**src/rtl/md5_pkg.sv**
```systemverilog
// Package: MD5 engine types, constants and round tables.
package md5_pkg;

  localparam logic [31:0] IvA = 32'h67452301;
  localparam logic [31:0] IvB = 32'hefcdab89;
  localparam logic [31:0] IvC = 32'h98badcfe;
  localparam logic [31:0] IvD = 32'h10325476;
  localparam int BlockWords = 16;
  localparam int WordIdxW = 4;
  localparam int StepCount = 64;
  localparam int StepW = 6;
  localparam logic [7:0] PadByte = 8'h80;
  localparam logic [5:0] LenPos = 6'd56;

  typedef enum logic [2:0] {
    ST_IDLE,
    ST_PAD,
    ST_ZERO,
    ST_LEN_LO,
    ST_LEN_HI,
    ST_COMP,
    ST_OUT
  } md5_state_t;

  typedef struct packed {
    logic       start;
    logic       busy;
    logic       done;
  } md5_comp_ctl_t;

  function automatic logic [31:0] sine_k(input logic [5:0] i);
    logic [31:0] k [64];
    k = '{
      32'hd76aa478, 32'he8c7b756, 32'h242070db, 32'hc1bdceee,
      32'hf57c0faf, 32'h4787c62a, 32'ha8304613, 32'hfd469501,
      32'h698098d8, 32'h8b44f7af, 32'hffff5bb1, 32'h895cd7be,
      32'h6b901122, 32'hfd987193, 32'ha679438e, 32'h49b40821,
      32'hf61e2562, 32'hc040b340, 32'h265e5a51, 32'he9b6c7aa,
      32'hd62f105d, 32'h02441453, 32'hd8a1e681, 32'he7d3fbc8,
      32'h21e1cde6, 32'hc33707d6, 32'hf4d50d87, 32'h455a14ed,
      32'ha9e3e905, 32'hfcefa3f8, 32'h676f02d9, 32'h8d2a4c8a,
      32'hfffa3942, 32'h8771f681, 32'h6d9d6122, 32'hfde5380c,
      32'ha4beea44, 32'h4bdecfa9, 32'hf6bb4b60, 32'hbebfbc70,
      32'h289b7ec6, 32'heaa127fa, 32'hd4ef3085, 32'h04881d05,
      32'hd9d4d039, 32'he6db99e5, 32'h1fa27cf8, 32'hc4ac5665,
      32'hf4292244, 32'h432aff97, 32'hab9423a7, 32'hfc93a039,
      32'h655b59c3, 32'h8f0ccc92, 32'hffeff47d, 32'h85845dd1,
      32'h6fa87e4f, 32'hfe2ce6e0, 32'ha3014314, 32'h4e0811a1,
      32'hf7537e82, 32'hbd3af235, 32'h2ad7d2bb, 32'heb86d391};
    return k[i];
  endfunction

  function automatic logic [4:0] rot_amt(input logic [5:0] i);
    logic [4:0] r [16];
    r = '{5'd7, 5'd12, 5'd17, 5'd22, 5'd5, 5'd9, 5'd14, 5'd20,
          5'd4, 5'd11, 5'd16, 5'd23, 5'd6, 5'd10, 5'd15, 5'd21};
    return r[{i[5:4], i[1:0]}];
  endfunction

  function automatic logic [3:0] word_sel(input logic [5:0] i);
    logic [3:0] w;
    case (i[5:4])
      2'd0: w = i[3:0];
      2'd1: w = 4'(5 * i[3:0] + 1);
      2'd2: w = 4'(3 * i[3:0] + 5);
      default: w = 4'(7 * i[3:0]);
    endcase
    return w;
  endfunction

endpackage

```
**src/rtl/md5_stream_if.sv**
```systemverilog
// Interfaces: byte input channel and digest output channel.
interface md5_in_if;
  logic       valid;
  logic       ready;
  logic [7:0] data_byte;
  logic       has_byte;
  logic       last_item;
  modport source (output valid, data_byte, has_byte, last_item, input ready);
  modport sink (input valid, data_byte, has_byte, last_item, output ready);
endinterface

interface md5_out_if;
  logic        valid;
  logic        ready;
  logic [31:0] digest_a;
  logic [31:0] digest_b;
  logic [31:0] digest_c;
  logic [31:0] digest_d;
  modport source (output valid, digest_a, digest_b, digest_c, digest_d, input ready);
  modport sink (input valid, digest_a, digest_b, digest_c, digest_d, output ready);
endinterface

```
**src/rtl/md5_round.sv**
```systemverilog
// Compression unit: one MD5 step per cycle, words read from the block memory.
module md5_round (
  input  logic        clk,
  input  logic        rst,
  input  md5_pkg::md5_comp_ctl_t ctl_in,
  output logic        busy,
  output logic        done,
  output logic [3:0]  rd_addr,
  input  logic [31:0] rd_data,
  input  logic [31:0] ch_a,
  input  logic [31:0] ch_b,
  input  logic [31:0] ch_c,
  input  logic [31:0] ch_d,
  output logic [31:0] sum_a,
  output logic [31:0] sum_b,
  output logic [31:0] sum_c,
  output logic [31:0] sum_d
);
  logic [31:0] a, b, c, d;
  logic [5:0]  step;
  logic        run;
  logic        fetch;
  logic [31:0] f, t, sh;
  logic [4:0]  r;

  // memory read runs one step ahead; fetch primes the first word
  assign rd_addr = md5_pkg::word_sel(fetch ? 6'd0 : 6'(step + 6'd1));
  assign busy = run | fetch;

  always_comb begin
    case (step[5:4])
      2'd0: f = (b & c) | (~b & d);
      2'd1: f = (b & d) | (c & ~d);
      2'd2: f = b ^ c ^ d;
      default: f = c ^ (b | ~d);
    endcase
    t = a + f + md5_pkg::sine_k(step) + rd_data;
    r = md5_pkg::rot_amt(step);
    sh = (t << r) | (t >> (6'd32 - {1'b0, r}));
  end

  always_ff @(posedge clk) begin
    if (rst) begin
      run <= 1'b0;
      fetch <= 1'b0;
      done <= 1'b0;
      step <= '0;
    end else begin
      done <= 1'b0;
      if (ctl_in.start) begin
        fetch <= 1'b1;
        step <= '0;
        a <= ch_a; b <= ch_b; c <= ch_c; d <= ch_d;
      end else if (fetch) begin
        fetch <= 1'b0;
        run <= 1'b1;
      end else if (run) begin
        a <= d; d <= c; c <= b;
        b <= b + (r == 5'd0 ? t : sh);
        step <= step + 6'd1;
        if (step == 6'(md5_pkg::StepCount - 1)) begin
          run <= 1'b0;
          done <= 1'b1;
        end
      end
    end
  end

  assign sum_a = ch_a + a;
  assign sum_b = ch_b + b;
  assign sum_c = ch_c + c;
  assign sum_d = ch_d + d;

  always_ff @(posedge clk) begin
    if (!rst) begin
      assert (!(ctl_in.start && busy)) else $error("start while busy");
    end
  end
  a_done_after_run: assert property (@(posedge clk) disable iff (rst)
    done |-> $past(run)) else $error("done without run");
  a_no_overlap: assert property (@(posedge clk) disable iff (rst)
    !(run && fetch)) else $error("run and fetch overlap");
endmodule

```
**src/rtl/md5_digest_engine.sv**
```systemverilog
// Top level: MD5 engine with block memory, controller and step unit.
//  channel | dir | handshake   | payload
//  in_ch   | in  | valid/ready | data_byte, has_byte, last_item
//  out_ch  | out | valid/ready | digest_a..digest_d
// A byte that ends neither a block nor a message leaves the engine idle and ready for the next.
// A full block in the step unit is one fetch, 64 steps and one add back.
// A last item adds up to 18 pad/zero/length word writes and one or two blocks.
// Reset loads the initial chaining words and clears the bit count; the block memory is not cleared.
// Input ready is high only in idle: low while padding, compressing or a digest waits on out_ch.
module md5_digest_engine (
  input logic clk,
  input logic rst,
  md5_in_if.sink in_ch,
  md5_out_if.source out_ch
);
  logic [31:0] mem [md5_pkg::BlockWords];
  logic [31:0] rd_data;
  logic [3:0]  rd_addr, crd_addr, wr_addr;
  logic        wr_en;
  logic [31:0] wr_data;
  logic [31:0] cur_word;

  logic [31:0] ch_a, ch_b, ch_c, ch_d;
  logic [31:0] s_a, s_b, s_c, s_d;
  logic [63:0] bit_cnt;
  logic        last_pend;
  logic        padded;
  logic        second;
  logic [3:0]  fill;
  md5_pkg::md5_state_t state, state_next;
  md5_pkg::md5_comp_ctl_t ctl;
  logic        cbusy, cdone;
  logic [5:0]  pos;
  logic        accept;

  assign pos = bit_cnt[8:3];
  assign accept = in_ch.valid & in_ch.ready;
  assign in_ch.ready = (state == md5_pkg::ST_IDLE);

  // word being built; lanes above the current byte are zero
  always_ff @(posedge clk) begin
    if (wr_en) mem[wr_addr] <= wr_data;
    rd_data <= mem[rd_addr];
  end
  assign rd_addr = crd_addr;

  always_comb begin
    wr_en = 1'b0;
    wr_addr = pos[5:2];
    wr_data = '0;
    case (state)
      md5_pkg::ST_IDLE: begin
        if (accept && in_ch.has_byte) begin
          wr_en = 1'b1;
          wr_data = ((pos[1:0] == 2'd0) ? 32'd0 : cur_word)
                  | ({24'd0, in_ch.data_byte} << {pos[1:0], 3'd0});
        end
      end
      md5_pkg::ST_PAD: begin
        wr_en = 1'b1;
        wr_data = ((pos[1:0] == 2'd0) ? 32'd0 : cur_word)
                | ({24'd0, md5_pkg::PadByte} << {pos[1:0], 3'd0});
      end
      md5_pkg::ST_ZERO: begin
        wr_en = 1'b1;
        wr_addr = fill;
      end
      md5_pkg::ST_LEN_LO: begin
        wr_en = 1'b1;
        wr_addr = 4'd14;
        wr_data = bit_cnt[31:0];
      end
      md5_pkg::ST_LEN_HI: begin
        wr_en = 1'b1;
        wr_addr = 4'd15;
        wr_data = bit_cnt[63:32];
      end
      default: ;
    endcase
  end

  always_ff @(posedge clk) begin
    if (state == md5_pkg::ST_IDLE && accept && in_ch.has_byte)
      cur_word <= (pos[1:0] == 2'd0) ? {24'd0, in_ch.data_byte}
                : cur_word | ({24'd0, in_ch.data_byte} << {pos[1:0], 3'd0});
  end

  always_comb begin
    state_next = state;
    case (state)
      md5_pkg::ST_IDLE:
        if (accept) begin
          if (in_ch.has_byte && pos == 6'd63) state_next = md5_pkg::ST_COMP;
          else if (in_ch.last_item) state_next = md5_pkg::ST_PAD;
        end
      md5_pkg::ST_PAD: state_next = (pos[5:2] == 4'd15) ? md5_pkg::ST_COMP
                                                           : md5_pkg::ST_ZERO;
      md5_pkg::ST_ZERO:
        if (fill >= 4'd13 && !second) state_next = md5_pkg::ST_LEN_LO;
        else if (fill == 4'd15) state_next = md5_pkg::ST_COMP;
      md5_pkg::ST_LEN_LO: state_next = md5_pkg::ST_LEN_HI;
      md5_pkg::ST_LEN_HI: state_next = md5_pkg::ST_COMP;
      md5_pkg::ST_COMP:
        if (cdone) begin
          if (!last_pend) state_next = md5_pkg::ST_IDLE;
          else if (!padded) state_next = md5_pkg::ST_PAD;
          else if (second) state_next = md5_pkg::ST_ZERO;
          else state_next = md5_pkg::ST_OUT;
        end
      md5_pkg::ST_OUT: if (out_ch.ready) state_next = md5_pkg::ST_IDLE;
      default: state_next = md5_pkg::ST_IDLE;
    endcase
  end

  always_comb begin
    ctl.start = (state != md5_pkg::ST_COMP) && (state_next == md5_pkg::ST_COMP);
    ctl.busy = cbusy;
    ctl.done = cdone;
  end

  md5_round u_round (
    .clk(clk), .rst(rst), .ctl_in(ctl), .busy(cbusy), .done(cdone),
    .rd_addr(crd_addr), .rd_data(rd_data),
    .ch_a(ch_a), .ch_b(ch_b), .ch_c(ch_c), .ch_d(ch_d),
    .sum_a(s_a), .sum_b(s_b), .sum_c(s_c), .sum_d(s_d)
  );

  // second: set when padding spilled past the length slot (zero a second block)
  // last_pend: a final item is in progress; padded: its pad byte is written
  always_ff @(posedge clk) begin
    if (rst) begin
      state <= md5_pkg::ST_IDLE;
      ch_a <= md5_pkg::IvA; ch_b <= md5_pkg::IvB;
      ch_c <= md5_pkg::IvC; ch_d <= md5_pkg::IvD;
      bit_cnt <= '0;
      last_pend <= 1'b0;
      padded <= 1'b0;
      second <= 1'b0;
      fill <= '0;
    end else begin
      state <= state_next;
      case (state)
        md5_pkg::ST_IDLE:
          if (accept) begin
            if (in_ch.has_byte) bit_cnt <= bit_cnt + 64'd8;
            last_pend <= in_ch.last_item;
            padded <= 1'b0;
            second <= 1'b0;
          end
        md5_pkg::ST_PAD: begin
          fill <= pos[5:2] + 4'd1;
          second <= (pos >= md5_pkg::LenPos);
          padded <= 1'b1;
        end
        md5_pkg::ST_ZERO: fill <= fill + 4'd1;
        md5_pkg::ST_COMP:
          if (cdone) begin
            ch_a <= s_a; ch_b <= s_b; ch_c <= s_c; ch_d <= s_d;
            if (second) begin
              second <= 1'b0;
              fill <= '0;
            end
          end
        md5_pkg::ST_OUT:
          if (out_ch.ready) begin
            ch_a <= md5_pkg::IvA; ch_b <= md5_pkg::IvB;
            ch_c <= md5_pkg::IvC; ch_d <= md5_pkg::IvD;
            bit_cnt <= '0;
            last_pend <= 1'b0;
          end
        default: ;
      endcase
    end
  end

  always_comb begin
    out_ch.valid = (state == md5_pkg::ST_OUT);
    out_ch.digest_a = ch_a;
    out_ch.digest_b = ch_b;
    out_ch.digest_c = ch_c;
    out_ch.digest_d = ch_d;
  end

  a_out_only_last: assert property (@(posedge clk) disable iff (rst)
    out_ch.valid |-> last_pend) else $error("digest without final item");
  a_idle_no_comp: assert property (@(posedge clk) disable iff (rst)
    (state == md5_pkg::ST_IDLE) |-> !cbusy) else $error("step unit busy in idle");
  a_reset_iv: assert property (@(posedge clk) disable iff (rst)
    (out_ch.valid && out_ch.ready) |=> (ch_a == md5_pkg::IvA && bit_cnt == 64'd0))
    else $error("chain not reinitialized");
endmodule

```
**src/flat_wrapper.sv**
```systemverilog
// flat-port wrapper written by rule: the top's interface ports become plain ports
module md5_digest_engine_flat 
  (clk, rst, in_ch_valid, in_ch_data_byte, in_ch_has_byte, in_ch_last_item, in_ch_ready, out_ch_valid, out_ch_digest_a, out_ch_digest_b, out_ch_digest_c, out_ch_digest_d, out_ch_ready);
  md5_in_if in_ch_i ();
  md5_out_if out_ch_i ();
  input logic clk;
  input logic rst;
  input wire logic [$bits(in_ch_i.valid)-1:0] in_ch_valid;
  input wire logic [$bits(in_ch_i.data_byte)-1:0] in_ch_data_byte;
  input wire logic [$bits(in_ch_i.has_byte)-1:0] in_ch_has_byte;
  input wire logic [$bits(in_ch_i.last_item)-1:0] in_ch_last_item;
  output wire logic [$bits(in_ch_i.ready)-1:0] in_ch_ready;
  output wire logic [$bits(out_ch_i.valid)-1:0] out_ch_valid;
  output wire logic [$bits(out_ch_i.digest_a)-1:0] out_ch_digest_a;
  output wire logic [$bits(out_ch_i.digest_b)-1:0] out_ch_digest_b;
  output wire logic [$bits(out_ch_i.digest_c)-1:0] out_ch_digest_c;
  output wire logic [$bits(out_ch_i.digest_d)-1:0] out_ch_digest_d;
  input wire logic [$bits(out_ch_i.ready)-1:0] out_ch_ready;
  assign in_ch_i.valid = in_ch_valid;
  assign in_ch_i.data_byte = in_ch_data_byte;
  assign in_ch_i.has_byte = in_ch_has_byte;
  assign in_ch_i.last_item = in_ch_last_item;
  assign in_ch_ready = in_ch_i.ready;
  assign out_ch_valid = out_ch_i.valid;
  assign out_ch_digest_a = out_ch_i.digest_a;
  assign out_ch_digest_b = out_ch_i.digest_b;
  assign out_ch_digest_c = out_ch_i.digest_c;
  assign out_ch_digest_d = out_ch_i.digest_d;
  assign out_ch_i.ready = out_ch_ready;
  md5_digest_engine u_core (.clk(clk), .rst(rst), .in_ch(in_ch_i), .out_ch(out_ch_i));
endmodule
```
**config.mk**
```make
export PLATFORM = sky130hd
export DESIGN_NAME = md5_digest_engine_flat
export DESIGN_NICKNAME = d
export VERILOG_FILES = /design/src/rtl/md5_pkg.sv /design/src/rtl/md5_stream_if.sv /design/src/rtl/md5_round.sv /design/src/rtl/md5_digest_engine.sv /design/src/flat_wrapper.sv
export SDC_FILE = /design/constraint.sdc
export NUM_CORES = 2
export LEC_CHECK = 0
export BUFFER_PORTS_ARGS = -buffer_cell sky130_fd_sc_hd__clkbuf_2
export CAP_MARGIN = 25
export CORE_UTILIZATION = 60
export CTS_BUF_LIST = sky130_fd_sc_hd__clkbuf_4 sky130_fd_sc_hd__clkbuf_8
export DETAILED_ROUTE_END_ITERATION = 16
export HOLD_SLACK_MARGIN = 0.02
export PLACE_DENSITY = 0.82
export SETUP_SLACK_MARGIN = 0.1
export SYNTH_ARGS = -nofsm -noshare
export SYNTH_HDL_FRONTEND = slang
export SYNTH_SLANG_ARGS = --single-unit
```
**constraint.sdc**
```tcl
create_clock -name clk -period 22.6 [get_ports clk]
set_clock_uncertainty 0.2 [all_clocks]
set_input_delay 0 -clock clk [delete_from_list [all_inputs] [get_ports clk]]
set_output_delay 0 -clock clk [all_outputs]
set_load 0.01 [all_outputs]
```
==> results.tsv <==
metric	value	unit
post-layout min period	11640	ps
Longest Clk Path Bufs	3	
Mapped Nets	6456	
drt total wl	196	mm
post-synthesis cell count	6157	
share of layout cells above drive strength 1	10.3	%
Avg Vias per Cell	6.64	
CTS clk-pin slew, worst paths	60	ps
H-tree levels	4	
top cells by count, synth	nand2_1 (996), edfxtp_1 (672), a21oi_1 (529)	
Critical Path Fanout Max	13	
Die Ht	309	um
Post-Synthesis Cell Area	56400	um2
Seq/Total Area, Yosys	44.3	%
grt ovf	0	
period utilization	51.5	%
I/O pin count	144	
Relative slew margins	24.3	%
final hold violations	0	
Fin Setup TNS	0	ps
reg2reg setup slack	10960	ps
most frequent CP cell	fa_1	
hold worst-path end	u_core.state[1]	
Max Clk Rate	0.0859	GHz
DRC	0	
CTS Sinks	912	
Area contributors post-synth	edfxtp_1 (36%), dfxtp_1 (8.5%), nand2_1 (6.6%)	
Buffers on Ports	143	
Die W	309	um
post-CTS sizing	0	
postcts setup bufs	0	
CP Class	reg2reg	
largest net degree at the start of global routing	227	
row cnt	112	
Worst Hold Depth	5	
number of synthesized flops with an enable pin	672	
highest cell delay on the worst timing path	660	ps
status	complete, no violations	
slowest stage cell, crit path	ha_1	
Power Density	58.1	nW/um2
post-DP HPWL	133	mm
HP Class	in2reg	
worst path arrival time	12050	ps
leakage power	23.4	nW
antenna-violating nets left	0	
die area	95200	um2
initial DRC count	6738	
R2R cell count	37	
Initial Util	60.5	%
FF-to-FF End	u_core.u_round.b[20]	
Hold Crit Start	out_ch_ready	
filler cell count	7293	
overall routing resource usage	40.3	%
Yosys warnings	0	
vias in the first global route	46600	
Synth async-reset ratio	0	%
CTS Hold Bufs	32	
antenna violations before repair	3	
most common cell in the netlist	nand2_1	
Yosys top cell area share	35.8	%
global-route wire length before repair	287	mm
Worst setup EP type	flip-flop	
clock root buffer master	clkbuf_8	
CTS Buf Count	150	
area delta synth->final	10.1	%
TritonCTS clock tree	yes	
reg2reg start	u_core.u_round.step[1]	
GP Congestion	1.06	
DR pass1 iterations	8	
number of setup violations in the final report	0	
core area	93200	um2
NumNets Final	6523	
Max Slew Vio Count	0	
# Max-Cap Violations	0	
Worst Tran Pin Value	1130	ps
total vias in the final route	50500	
clock latency on the worst-skew pair	890	ps
post-synth top area cell	edfxtp_1	
DR WL/cell	25.7	um
Setup WS post-layout	10960	ps
Setup crit start kind	flip-flop	
Worst EP required	23010	ps
Cell variety after synth	97	
maximum vdd ir drop	0.0000739	V
unrepaired setup endpoints after global routing	false	
post-synthesis area per instance	9.16	um2
pre-CTS setup slack	11240	ps
top_reg_cell synth	edfxtp_1	
FF+latch count, synth	912	
logic make-up (layout without fill, tap and decap cells):
family                   count (synthesis)  in the layout  share of synthesized area [%]
AO/OA/AOI/OAI                         1760           1760                           20.1
XOR/XNOR                               274            274                           4.33
adder cells (fa/ha/maj)                286            286                           7.26
buffers and inverters                  613            804                           4.15
flip-flops                             912            912                           44.3
multiplexers                            93             93                           2.14
other                                    0              5                              0
AND/OR/NAND/NOR                       2219           2219                           17.7
critical path: cells and delay by family, from the launching register on:
| kind | cells | cell delay, ps |
|---|---|---|
| buffers and inverters | 3 | 730 |
| flip-flops | 1 | 330 |
| multiplexers | 3 | 1470 |
| AO/OA/AOI/OAI | 18 | 4350 |
| AND/OR/NAND/NOR | 5 | 1190 |
| XOR/XNOR | 1 | 130 |
| adder cells (fa/ha/maj) | 7 | 2940 |
per-layer routing:
metal,wire [um],part of all wire [%],vias up,global-route usage (%)
li1,-,-,22600,-
met1,74100,38,24200,52.4
met2,86600,44,3040,61.4
met3,20300,10,698,7.54
met4,14900,7.6,0,27.6
met5,0,0,-,0
area by class of cell:
| cell class | count | area [um2] | area share (%) |
|---|---|---|---|
| Clock buffer | 221 | 2700 | 4.36 |
| Sequential cell | 912 | 25000 | 40.3 |
| Clock inverter | 55 | 522 | 0.841 |
| Multi-Input combinational cell | 4632 | 29400 | 47.4 |
| Inverter | 241 | 905 | 1.46 |
| Timing Repair Buffer | 287 | 1960 | 3.15 |
| Tap cell | 1254 | 1570 | 2.53 |
| Antenna cell | 5 | 12.5 | 0.0202 |
cells in the final DEF, fill, tap and decap left out, types with 21 or more instances in the layout:
cell,netlist,layout
dfxtp_1,240,235
a21oi_1,529,529
nand3_1,117,116
or3_1,30,30
or2_2,21,21
mux2i_1,53,52
nand2_1,996,993
o21a_1,28,28
o22ai_1,46,46
clkinv_1,6,33
a311oi_1,70,70
clkbuf_2,1,142
o21ai_0,285,283
a22oi_1,45,45
xor2_1,140,139
o211ai_1,43,43
xnor2_1,130,129
and3_1,35,34
clkbuf_4,0,54
nor3b_1,35,35
nor3_1,159,159
and2_1,153,152
fa_1,69,69
a21o_1,90,89
dlygate4sd3_1,0,32
a31oi_1,150,150
inv_1,232,232
o221ai_1,42,31
a211oi_1,225,224
o21bai_1,26,26
nand2b_1,75,75
clkbuf_8,0,167
nor2b_1,62,60
nor2_1,472,452
nand4_1,22,22
ha_1,216,215
buf_4,3,107
edfxtp_1,672,672
per-stage QoR:
step / cells / power (mW) / area [um2] / utilization, % / hold WS [ps]
floorplan: 6157 / 1.99 / 56400 / - / -49.5
global placement: 7287 / 2.06 / 58400 / 62.7 / 62.4
detailed placement: 7289 / 2.06 / 58400 / 62.7 / 70.2
CTS: 7597 / 3.61 / 62000 / 66.5 / 51.8
global route: 7603 / 3.70 / 62100 / 66.6 / 169
finish: 7607 / 3.61 / 62100 / 66.6 / 103
worst max path at each step:
stage | start | to | cells after the start
final | u_core.u_round.step[1] | u_core.u_round.b[20] | 37
after global routing | u_core.u_round.step[1] | u_core.u_round.b[30] | 37
after CTS | u_core.u_round.step[1] | u_core.u_round.b[20] | 37
after detailed placement | u_core.u_round.step[1] | u_core.u_round.b[20] | 38
after global placement | u_core.u_round.step[1] | u_core.u_round.b[20] | 38
after floorplan | u_core.u_round.step[0] | u_core.u_round.b[20] | 40
where the power goes:
| part | internal [mW] | switching, mW |
|---|---|---|
| sequential | 1.81 | 0.00525 |
| combinational | 0.0756 | 0.155 |
| clock | 0.850 | 0.714 |
state kept, by name, indices dropped and copies added (netlist names), 3 cells and up:
signal	count
u_core.mem	512
u_core.bit_cnt	61
u_core.cur_word	32
u_core.out_ch.digest_a	32
u_core.out_ch.digest_b	32
u_core.out_ch.digest_c	32
u_core.out_ch.digest_d	32
u_core.rd_data	32
u_core.u_round.a	32
u_core.u_round.b	32
u_core.u_round.c	32
u_core.u_round.d	32
u_core.u_round.step	6
u_core.fill	4
u_core.state	3
Power figures use the tool's default switching activity.
